[config.mk]
export PLATFORM = sky130hd
export DESIGN_NAME = button_press_duration_classifier_core
export DESIGN_NICKNAME = d
export VERILOG_FILES = /design/src/sv/bpdc_pkg.sv /design/src/sv/button_press_duration_classifier_core.sv
export SDC_FILE = /design/constraint.sdc
export NUM_CORES = 1
export LEC_CHECK = 0
export ABC_AREA = 0
export BUFFER_PORTS_ARGS = -buffer_cell sky130_fd_sc_hd__buf_2
export CAP_MARGIN = 25
export CORE_MARGIN = 2
export CORE_UTILIZATION = 40
export DETAILED_ROUTE_END_ITERATION = 8
export SETUP_SLACK_MARGIN = 0.05
export SYNTH_ARGS = -nofsm -noshare
export SYNTH_HDL_FRONTEND = slang
export SYNTH_SLANG_ARGS = --single-unit
[constraint.sdc]
create_clock -name clk -period 12.9 [get_ports clk]
set_clock_uncertainty 0.2 [all_clocks]
set_input_delay 3.87 -clock clk [delete_from_list [all_inputs] [get_ports clk]]
set_output_delay 3.87 -clock clk [all_outputs]
set_load 0.02 [all_outputs]
[src/sv/bpdc_pkg.sv]
package bpdc_pkg;

  localparam int NUM_BUTTONS = 3;
  localparam int LIMIT_W     = 26;
  localparam int MAX_RESULTS = 4;
  localparam int COUNT_W     = 3;

  localparam int UP_IDX   = 1;
  localparam int DOWN_IDX = 2;

  typedef logic [1:0] gesture_t;
  typedef logic [1:0] button_t;
  typedef logic [LIMIT_W-1:0] limit_t;

  localparam gesture_t G_SHORT = 2'd0;
  localparam gesture_t G_LONG  = 2'd1;
  localparam gesture_t G_VLONG = 2'd2;
  localparam gesture_t G_COMBO = 2'd3;

  localparam logic [1:0] REG_SHORT = 2'd0;
  localparam logic [1:0] REG_LONG  = 2'd1;
  localparam logic [1:0] REG_VLONG = 2'd2;
  localparam logic [1:0] REG_COMBO = 2'd3;

  localparam limit_t SHORT_RESET = 26'd500000;
  localparam limit_t LONG_RESET  = 26'd1000000;
  localparam limit_t VLONG_RESET = 26'd3000000;
  localparam limit_t COMBO_RESET = 26'd2000000;

  typedef struct packed {
    gesture_t gesture;
    button_t  button;
  } result_t;

endpackage

[src/sv/button_press_duration_classifier_core.sv]
// Button press-duration classifier.
// item channel: item_valid/item_stall with op, button_mask, now_us. Each word is one
//   timestamped sample of the mode/up/down mask; op=1 also checks held times.
// result channel: result_valid/result_stall with gesture, button, last. A sample gives
//   zero to four words; last marks the final word of a sample.
// cfg channel: cfg_valid/cfg_ready (always ready), cfg_index selects short, long,
//   very-long or combo limit, cfg_data is the 26-bit limit in microseconds.
// Timing: a sample is first registered into the evaluation stage and is then evaluated,
//   loading the result buffer; its first word is presented right after that load.
// Throughput: one sample per cycle while each sample gives at most one word and
//   result_stall is low. A sample that gives words waits in the evaluation stage until
//   the 4-entry result buffer, draining one word per cycle while not stalled, is empty
//   or its last word is being taken; samples with no words pass without waiting.
// Reset clears all button and combo state, empties the pipeline and loads the
//   default limits. When result_stall is high the presented word holds; the
//   evaluation stage then waits if its sample gives words, and item_stall is high while it waits.
module button_press_duration_classifier_core
  import bpdc_pkg::*;
#(
  parameter int TIME_WIDTH = 48
) (
  input  logic                  clk,
  input  logic                  rst,
  input  logic                  item_valid,
  output logic                  item_stall,
  input  logic                  op,
  input  logic [2:0]            button_mask,
  input  logic [TIME_WIDTH-1:0] now_us,
  output logic                  result_valid,
  input  logic                  result_stall,
  output gesture_t              gesture,
  output button_t               button,
  output logic                  last,
  input  logic                  cfg_valid,
  output logic                  cfg_ready,
  input  logic [1:0]            cfg_index,
  input  limit_t                cfg_data
);

  typedef logic [TIME_WIDTH-1:0] time_t;

  limit_t short_limit, long_limit, vlong_limit, combo_limit;

  logic       s1_valid;
  logic       s1_op;
  logic [2:0] s1_mask;
  time_t      s1_now;

  logic [2:0] prev_mask;
  time_t      press [NUM_BUTTONS];
  logic [2:0] ld, vld;
  time_t      combo_start;
  logic       combo_running, combo_done;

  result_t      rbuf [MAX_RESULTS];
  logic [COUNT_W-1:0] rcount;

  logic [2:0] rise, fall, short_fire, vl_fire, l_fire, ld_e, vld_e;
  time_t      held [NUM_BUTTONS];
  time_t      held2 [NUM_BUTTONS];
  time_t      press_next [NUM_BUTTONS];
  logic [2:0] ld_next, vld_next;
  logic       both, c_fire;
  time_t      held_c, combo_start_next;
  logic       combo_done_next;

  logic [6:0] cand_v;
  result_t    cand [7];
  result_t    list [MAX_RESULTS];
  logic [COUNT_W-1:0] n_res;

  logic item_take, res_take, buf_free, go;

  assign cfg_ready = 1'b1;

  always_comb begin
    for (int i = 0; i < NUM_BUTTONS; i++) begin
      rise[i]  = ~prev_mask[i] & s1_mask[i];
      fall[i]  = prev_mask[i] & ~s1_mask[i];
      held[i]  = s1_now - press[i];
      short_fire[i] = fall[i] & ~ld[i] & ~vld[i] & (held[i] < time_t'(short_limit));
      held2[i] = rise[i] ? '0 : held[i];
      ld_e[i]  = rise[i] ? 1'b0 : ld[i];
      vld_e[i] = rise[i] ? 1'b0 : vld[i];
      vl_fire[i] = s1_op & s1_mask[i] & ~vld_e[i] & (held2[i] >= time_t'(vlong_limit));
      l_fire[i]  = s1_op & s1_mask[i] & ~vl_fire[i] & ~ld_e[i]
                   & (held2[i] >= time_t'(long_limit));
      press_next[i] = rise[i] ? s1_now : (fall[i] ? '0 : press[i]);
      ld_next[i]  = ld_e[i] | vl_fire[i] | l_fire[i];
      vld_next[i] = vld_e[i] | vl_fire[i];
    end
  end

  assign both   = s1_mask[UP_IDX] & s1_mask[DOWN_IDX];
  assign held_c = combo_running ? (s1_now - combo_start) : '0;
  assign c_fire = s1_op & both & ~combo_done & (held_c >= time_t'(combo_limit));
  assign combo_start_next = both ? (combo_running ? combo_start : s1_now) : '0;
  assign combo_done_next  = both & (combo_done | c_fire);

  // candidate order: shorts by button, then long/very-long by button, then combo
  always_comb begin
    for (int i = 0; i < NUM_BUTTONS; i++) begin
      cand_v[i]                 = short_fire[i];
      cand[i].gesture           = G_SHORT;
      cand[i].button            = button_t'(i);
      cand_v[NUM_BUTTONS+i]       = vl_fire[i] | l_fire[i];
      cand[NUM_BUTTONS+i].gesture = vl_fire[i] ? G_VLONG : G_LONG;
      cand[NUM_BUTTONS+i].button  = button_t'(i);
    end
    cand_v[6]       = c_fire;
    cand[6].gesture = G_COMBO;
    cand[6].button  = '0;
  end

  always_comb begin
    n_res = '0;
    for (int k = 0; k < MAX_RESULTS; k++) list[k] = cand[6];
    for (int k = 0; k < 7; k++) begin
      if (cand_v[k]) begin
        list[n_res[1:0]] = cand[k];
        n_res = n_res + COUNT_W'(1);
      end
    end
  end

  assign res_take   = result_valid & ~result_stall;
  assign buf_free   = (rcount == '0) || ((rcount == COUNT_W'(1)) && !result_stall);
  assign go         = s1_valid & ((n_res == '0) | buf_free);
  assign item_stall = s1_valid & ~go;
  assign item_take  = item_valid & ~item_stall;

  assign result_valid = (rcount != '0);
  assign gesture      = rbuf[0].gesture;
  assign button       = rbuf[0].button;
  assign last         = (rcount == COUNT_W'(1));

  always_ff @(posedge clk) begin
    if (rst) begin
      short_limit <= SHORT_RESET;
      long_limit  <= LONG_RESET;
      vlong_limit <= VLONG_RESET;
      combo_limit <= COMBO_RESET;
    end else if (cfg_valid && cfg_ready) begin
      case (cfg_index)
        REG_SHORT: short_limit <= cfg_data;
        REG_LONG:  long_limit  <= cfg_data;
        REG_VLONG: vlong_limit <= cfg_data;
        REG_COMBO: combo_limit <= cfg_data;
        default: ;
      endcase
    end
  end

  always_ff @(posedge clk) begin
    if (rst) begin
      s1_valid <= 1'b0;
    end else if (item_take) begin
      s1_valid <= 1'b1;
    end else if (go) begin
      s1_valid <= 1'b0;
    end
  end

  always_ff @(posedge clk) begin
    if (item_take) begin
      s1_op   <= op;
      s1_mask <= button_mask;
      s1_now  <= now_us;
    end
  end

  always_ff @(posedge clk) begin
    if (rst) begin
      prev_mask     <= '0;
      ld            <= '0;
      vld           <= '0;
      combo_start   <= '0;
      combo_running <= 1'b0;
      combo_done    <= 1'b0;
      for (int i = 0; i < NUM_BUTTONS; i++) press[i] <= '0;
    end else if (go) begin
      prev_mask     <= s1_mask;
      ld            <= ld_next;
      vld           <= vld_next;
      combo_start   <= combo_start_next;
      combo_running <= both;
      combo_done    <= combo_done_next;
      for (int i = 0; i < NUM_BUTTONS; i++) press[i] <= press_next[i];
    end
  end

  always_ff @(posedge clk) begin
    if (rst) begin
      rcount <= '0;
    end else if (go && (n_res != '0)) begin
      rcount <= n_res;
    end else if (res_take) begin
      rcount <= rcount - COUNT_W'(1);
    end
  end

  always_ff @(posedge clk) begin
    if (go && (n_res != '0)) begin
      for (int k = 0; k < MAX_RESULTS; k++) rbuf[k] <= list[k];
    end else if (res_take) begin
      for (int k = 0; k < MAX_RESULTS - 1; k++) rbuf[k] <= rbuf[k+1];
    end
  end

endmodule

==> impl_metrics.tcl, run 1 <==
set metrics [dict create \
    dr.pass1.iters 5 \
    grt_max_degree 72 \
    track_usage_pct 25.0 \
    cts_sinks 379 \
    cp_max_fo 8 \
    insertion_delay_ps 620 \
    grt_pass1_vias 30265 \
    cp.arrival_ps 8530 \
    ys_ff_latch 379 \
    fp.dieW_um 298 \
    fp.coreArea_um2 85500 \
    ys_seq_area_share_pct 28.0 \
    rsz0062_at_grt "false" \
    clk_path_buf_depth 3 \
    syn-cell-area_um2 34700 \
    synth_nets 4784 \
    crit_family "simple AND/OR/NAND/NOR gates" \
    gp_congestion 0.936 \
    vias 31833 \
    crit_top_cell "ha_1" \
    core.rowCount 107 \
    p_leak_nw 16.0 \
    start_util_pct 40.5 \
    cts_buffers 49 \
    worst_slew_pin_slew_ps 1050 \
    finish.utilization_pct 45.8 \
    p_per_area_nw_per_um2 169 \
    cts_htree_levels 2 \
    synthCells 4225 \
    synth_edf_count 212 \
    synthToLayoutAreaGrowth_pct 13.0 \
    drive_gt1_share_pct 10.5 \
    regArea_um2 9710 \
    synth.distinct_cells 104 \
    ir_drop_mv 0.113 \
    finalSetupTns_ps 0 \
    grt_pass1_wl_um 175000 \
    slew_headroom_pct 29.6 \
    io_buffers 91 \
    hpwl_um 92300 \
    final-hold-violation-count 0 \
    fill_cells 8499 \
    max_freq_ghz 0.0794 \
    chipHeight_um 298 \
    overflow 0 \
    min_period_ps 12600 \
    routedWlPerCell_um 20.9 \
    yosysWarnings 0 \
    worstSetupStartpointType "flip-flop" \
    cp.required_ps 8830 \
    drc 0 \
    fin_area_um2 39200 \
    multi_input_area_um2 23500 \
    finalWirelength_um 116000 \
    insertedDiodeCount 0 \
    final_nets 4891 \
    cts_root_buffer "clkbuf_16" \
    cap_violations 0 \
    antenna_found_initial 4 \
    die_area_um2 89100 \
    synth_flop_cell "edfxtp_1" \
    path_class "reg2out" \
    pin_count 93 \
    synth.avg_cell_area_um2 8.21 \
    clk_pin_slew_ps 50 \
    layout_common_cells "nand2_1, ha_1, inv_1" \
    hold_path_class "reg2reg" \
    status "completed" \
    viasPerCell 5.77 \
    slowest_delay_ps 570 \
    setup_viol 0 \
    fin_crit_sh_pct 97.7 \
    postCtsHoldBufs 0 \
    synth-async-reset-ratio_pct 0 \
    ant_nets 0 \
    cp_slowest_cell "edfxtp_1" \
    cts_tree "done" \
    drtIter0Drc 2642 \
    timing.critical_path.buf_inv 3 \
    placed_area_um2 36700 \
    endpoint_kind "primary output" \
    mostFrequentLayoutCell "nand2_1" \
    drv_slew 0 \
]
==> path summary, 6_finish.rpt <==
path	from	end	slack, ps	depth (start not counted)
worst min-delay path	combo_start[22]	combo_start[22]	250	2
worst min register to register	combo_start[22]	combo_start[22]	250	2
worst max-delay path	s1_now[19]	item_stall	300	31
worst max register to register	s1_now[19]	press[0][100]	3090	33
==> synth_stat cells (all sizes together) (13+ instances only) <==
library cell | n | share of area (%)
nand2b | 28 | 0.51
inv | 364 | 3.9
and2 | 256 | 4.6
mux2 | 13 | 0.42
nand2 | 544 | 5.9
ha | 470 | 17
a31oi | 37 | 0.67
a211o | 14 | 0.35
nor4 | 40 | 0.83
o2111ai | 14 | 0.37
mux2i | 66 | 1.9
o21a | 75 | 1.6
xor2 | 54 | 1.4
a21boi | 22 | 0.49
clkbuf | 141 | 1.5
o211ai | 63 | 1.4
a221oi | 15 | 0.47
o22ai | 13 | 0.25
nor3 | 73 | 1.1
a211oi | 49 | 1.1
or3 | 22 | 0.40
xnor2 | 76 | 1.9
a2111oi | 23 | 0.58
or2 | 14 | 0.25
o31ai | 22 | 0.48
a21o | 116 | 2.5
edfxtp | 212 | 18
o21ai | 220 | 3.2
buf | 23 | 0.48
dfxtp | 167 | 9.6
and3 | 26 | 0.47
o21bai | 23 | 0.50
nor2b | 34 | 0.61
nor2 | 200 | 2.2
o221ai | 13 | 0.33
a21oi | 365 | 5.3
and4 | 21 | 0.53
nand3 | 56 | 0.82
nand4 | 92 | 1.7
==> power by group <==
| part | internal [mW] | switching [mW] |
|---|---|---|
| sequential | 1.45 | 0.0810 |
| clock | 0.887 | 0.600 |
| combinational | 1.38 | 2.24 |
| total | 3.72 | 2.92 |
==> worst min-delay path: cells and delay by family, from the launching register on <==
kind,cells,cell delay (ps)
simple gates,1,50
mux,1,50
flops,1,310
==> layout make-up <==
type	count	share of cell area (%)
Sequential cell	379	24.8
Clock buffer	63	3.55
Timing Repair Buffer	220	3.76
Tap cell	1144	3.65
Inverter	364	3.49
Clock inverter	29	0.894
Multi-Input combinational cell	3318	59.9
==> logic make-up (layout without fill, tap and decap cells) <==
family / Yosys count / count (layout) / share of synthesized area [%]
flip-flops: 379 / 379 / 28.0
adder cells (fa/ha/maj): 477 / 477 / 17.3
AND/OR/NAND/NOR: 1456 / 1456 / 21.1
XOR/XNOR: 132 / 132 / 3.41
AO/OA/AOI/OAI: 1173 / 1173 / 21.9
buffers and inverters: 528 / 676 / 5.95
other: 1 / 1 / 0.0108
multiplexers: 79 / 79 / 2.33
==> metal layers <==
layer | vias up | global-route usage (%) | wire [µm]
li1 | 15515 | - | -
met1 | 15159 | 36.3 | 55200
met2 | 983 | 39.1 | 49900
met3 | 174 | 2.33 | 6720
met4 | 2 | 7.81 | 3670
met5 | - | 0 | 13
==> repair_timing <==
action / CTS / global route
endpoints found under the setup margin: 1 / 1
setup buffers: 15 / 22
pin swaps: 4 / 16
resized for setup: 34 / 71
==> sequential cells by signal (all words and copies together) (netlist names) <==
| signal | count |
|---|---|
| ld | 3 |
| combo_start | 48 |
| rbuf | 16 |
| s1_op | 1 |
| combo_done | 1 |
| short_limit | 26 |
| s1_now | 48 |
| prev_mask | 3 |
| s1_valid | 1 |
| vld | 3 |
| vlong_limit | 26 |
| press | 144 |
| combo_limit | 26 |
| combo_running | 1 |
| rcount | 3 |
| long_limit | 26 |
| s1_mask | 3 |
==> stage by stage <==
step	instances	power, mW	setup WS (ps)	hold slack, ps
after global placement	5384	4.93	203	242
after CTS	5494	6.52	51.2	255
after global routing	5517	7.08	23.4	269
after detailed placement	5387	4.96	112	246
after floorplan	4225	3.91	687	235
final	5517	6.63	302	254
Power figures use the tool's default switching activity.
==> run 2: changes to the inputs <==
--- a/constraint.sdc
+++ b/constraint.sdc
@@ -4,2 +4,2 @@
 set_output_delay 3.87 -clock clk [all_outputs]
-set_load 0.02 [all_outputs]
+set_load 0.05 [all_outputs]
==> run 2 against run 1 <==
Final area about the same; flip-flop and latch count unchanged; core utilization about the same; clock-buffer cell count up 1; wire length down 0.71%; critical path type unchanged; largest cell class unchanged; power down 0.33%; critical path depth up 9; first-iteration DRC count down 7.6%; setup slack better by 44 ps; die area unchanged; maximum frequency up 0.35%; non-clock buffer count down 5.
==> impl_metrics.tcl, run 2 (same netlist as run 1, synthesis figures left out) <==
set metrics [dict create \
    fin_crit_sh_pct 97.3 \
    gp_congestion 0.962 \
    mostFrequentLayoutCell "nand2_1" \
    cts_tree "done" \
    antenna_found_initial 7 \
    path_class "reg2out" \
    setup_viol 0 \
    ant_nets 0 \
    endpoint_kind "primary output" \
    worstSetupStartpointType "flip-flop" \
    setup_ws_ps 346 \
    insertion_delay_ps 600 \
    insertedDiodeCount 0 \
    top_regs "press x144, combo_start x48, s1_now x48" \
    p_per_area_nw_per_um2 169 \
    dpl_worst_slack_ps 166 \
    synthToLayoutAreaGrowth_pct 12.9 \
    fp.coreArea_um2 85500 \
    cp.arrival_ps 8480 \
    cts_root_buffer "clkbuf_16" \
    cp.required_ps 8830 \
    vias 31770 \
    p_leak_nw 16.0 \
    largest_register_ffs 144 \
    cp_max_fo 4 \
    finalSetupTns_ps 0 \
    clk_path_buf_depth 3 \
    hold_path_class "reg2reg" \
    viasPerCell 5.77 \
    die_area_um2 89100 \
    core.rowCount 107 \
    clk_pin_slew_ps 60 \
    comb_power_share_pct 55.2 \
    layout_common_cells "nand2_1, ha_1, inv_1" \
    chipHeight_um 298 \
    cap_violations 0 \
    max_freq_ghz 0.0797 \
    routedWlPerCell_um 20.8 \
    cts_buffers 48 \
    sw_frac_of_total_pct 44.1 \
    min_period_ps 12550 \
    crit_top_cell "ha_1" \
    grt_pass1_wl_um 174000 \
    worst_slew_pin_slew_ps 1080 \
    final-hold-violation-count 0 \
    overflow 0 \
    grt_max_degree 70 \
    slowest_delay_ps 490 \
    fp.dieW_um 298 \
    ir_drop_mv 0.122 \
    status "completed" \
    seqPwrFrac_pct 23.1 \
    netSwitchingPower_mw 2.92 \
    drc 0 \
    cp_slowest_cell "or4b_4" \
    drv_slew 0 \
    hold-worst-slack_ps 252 \
    pin_count 93 \
    p_total_mw 6.61 \
    p_int_mw 3.69 \
    slew_headroom_pct 27.8 \
    final_nets 4885 \
    p_clk_share_pct 21.7 \
    largest-register "press" \
    finalWirelength_um 115000 \
    grt_pass1_vias 29955 \
    io_buffers 91 \
    hpwl_um 92200 \
    cts_sinks 379 \
    start_util_pct 40.5 \
    dr.pass1.iters 6 \
    cts_htree_levels 2 \
    track_usage_pct 24.9 \
    drtIter0Drc 2440 \
    drive_gt1_share_pct 10.4 \
]
==> run 2: cell count changes in the layout (fill, tap and decap cells not counted), sizes merged <==
| cell | before | now |
|---|---|---|
| clkinvlp | 7 | 2 |
| clkbuf | 64 | 65 |
| buf | 219 | 214 |
| clkinv | 14 | 15 |
==> run 2: per-layer routing <==
layer,global-route usage (%),up-vias,routed length (µm)
met5,0,-,0
met1,36.2,15175,55100
met2,39.2,930,50100
met4,6.69,0,3110
li1,-,15502,-
met3,2.42,163,6430
==> run 2: worst max-delay path, delay by kind of cell (launching register included) <==
| kind | cells | cell delay [ps] |
|---|---|---|
| DFF | 1 | 400 |
| adders and majority gates | 7 | 1980 |
| buffers and inverters | 8 | 920 |
| muxes | 2 | 460 |
| AOI/OAI and AO/OA | 9 | 1700 |
| and+or+nand+nor | 14 | 2430 |
==> run 2: through the flow <==
stage	cells	area [µm²]	utilization, %
5_1_grt	5509	39200	45.8
3_3_place_gp	5378	36600	42.8
2_1_floorplan	4225	34700	-
6_report	5509	39200	45.8
4_1_cts	5481	38600	45.1
3_5_place_dp	5379	36600	42.8
==> run 2: final timing paths <==
path,from,cells past startpoint,to,slack [ps]
setup / recovery,s1_now[0],40,item_stall,350
hold / removal,long_limit[5],2,long_limit[5],250
setup reg to reg,s1_now[0],41,press[0][97],3270
hold reg to reg,long_limit[5],2,long_limit[5],250
==> run 2: timing repair <==
item / CTS / global route
pin swaps: 5 / 35
hold buffers: 0 / 0
buffers inserted: 13 / 26
gates cloned: 0 / 0
endpoints found under the setup margin: 1 / 1
gates resized for setup: 44 / 75
==> run 2: layout make-up <==
cell class,count,area [µm²]
well taps,1144,1430
fillers,8457,46400
repair buffers,215,1440
flip-flops and latches,379,9710
clock buffers,64,1360
inverters,364,1370
multi-input cells,3318,23600
clock inverters,25,305
==> run 2: power by group through the flow <==
stage / sequential [mW] / clock, mW / combinational (mW)
global route: 1.54 / 1.50 / 4.01
global placement: 1.56 / 0 / 3.40
finish: 1.53 / 1.44 / 3.65
floorplan: 1.56 / 0 / 2.38
CTS: 1.53 / 1.47 / 3.50
detailed placement: 1.56 / 0 / 3.42
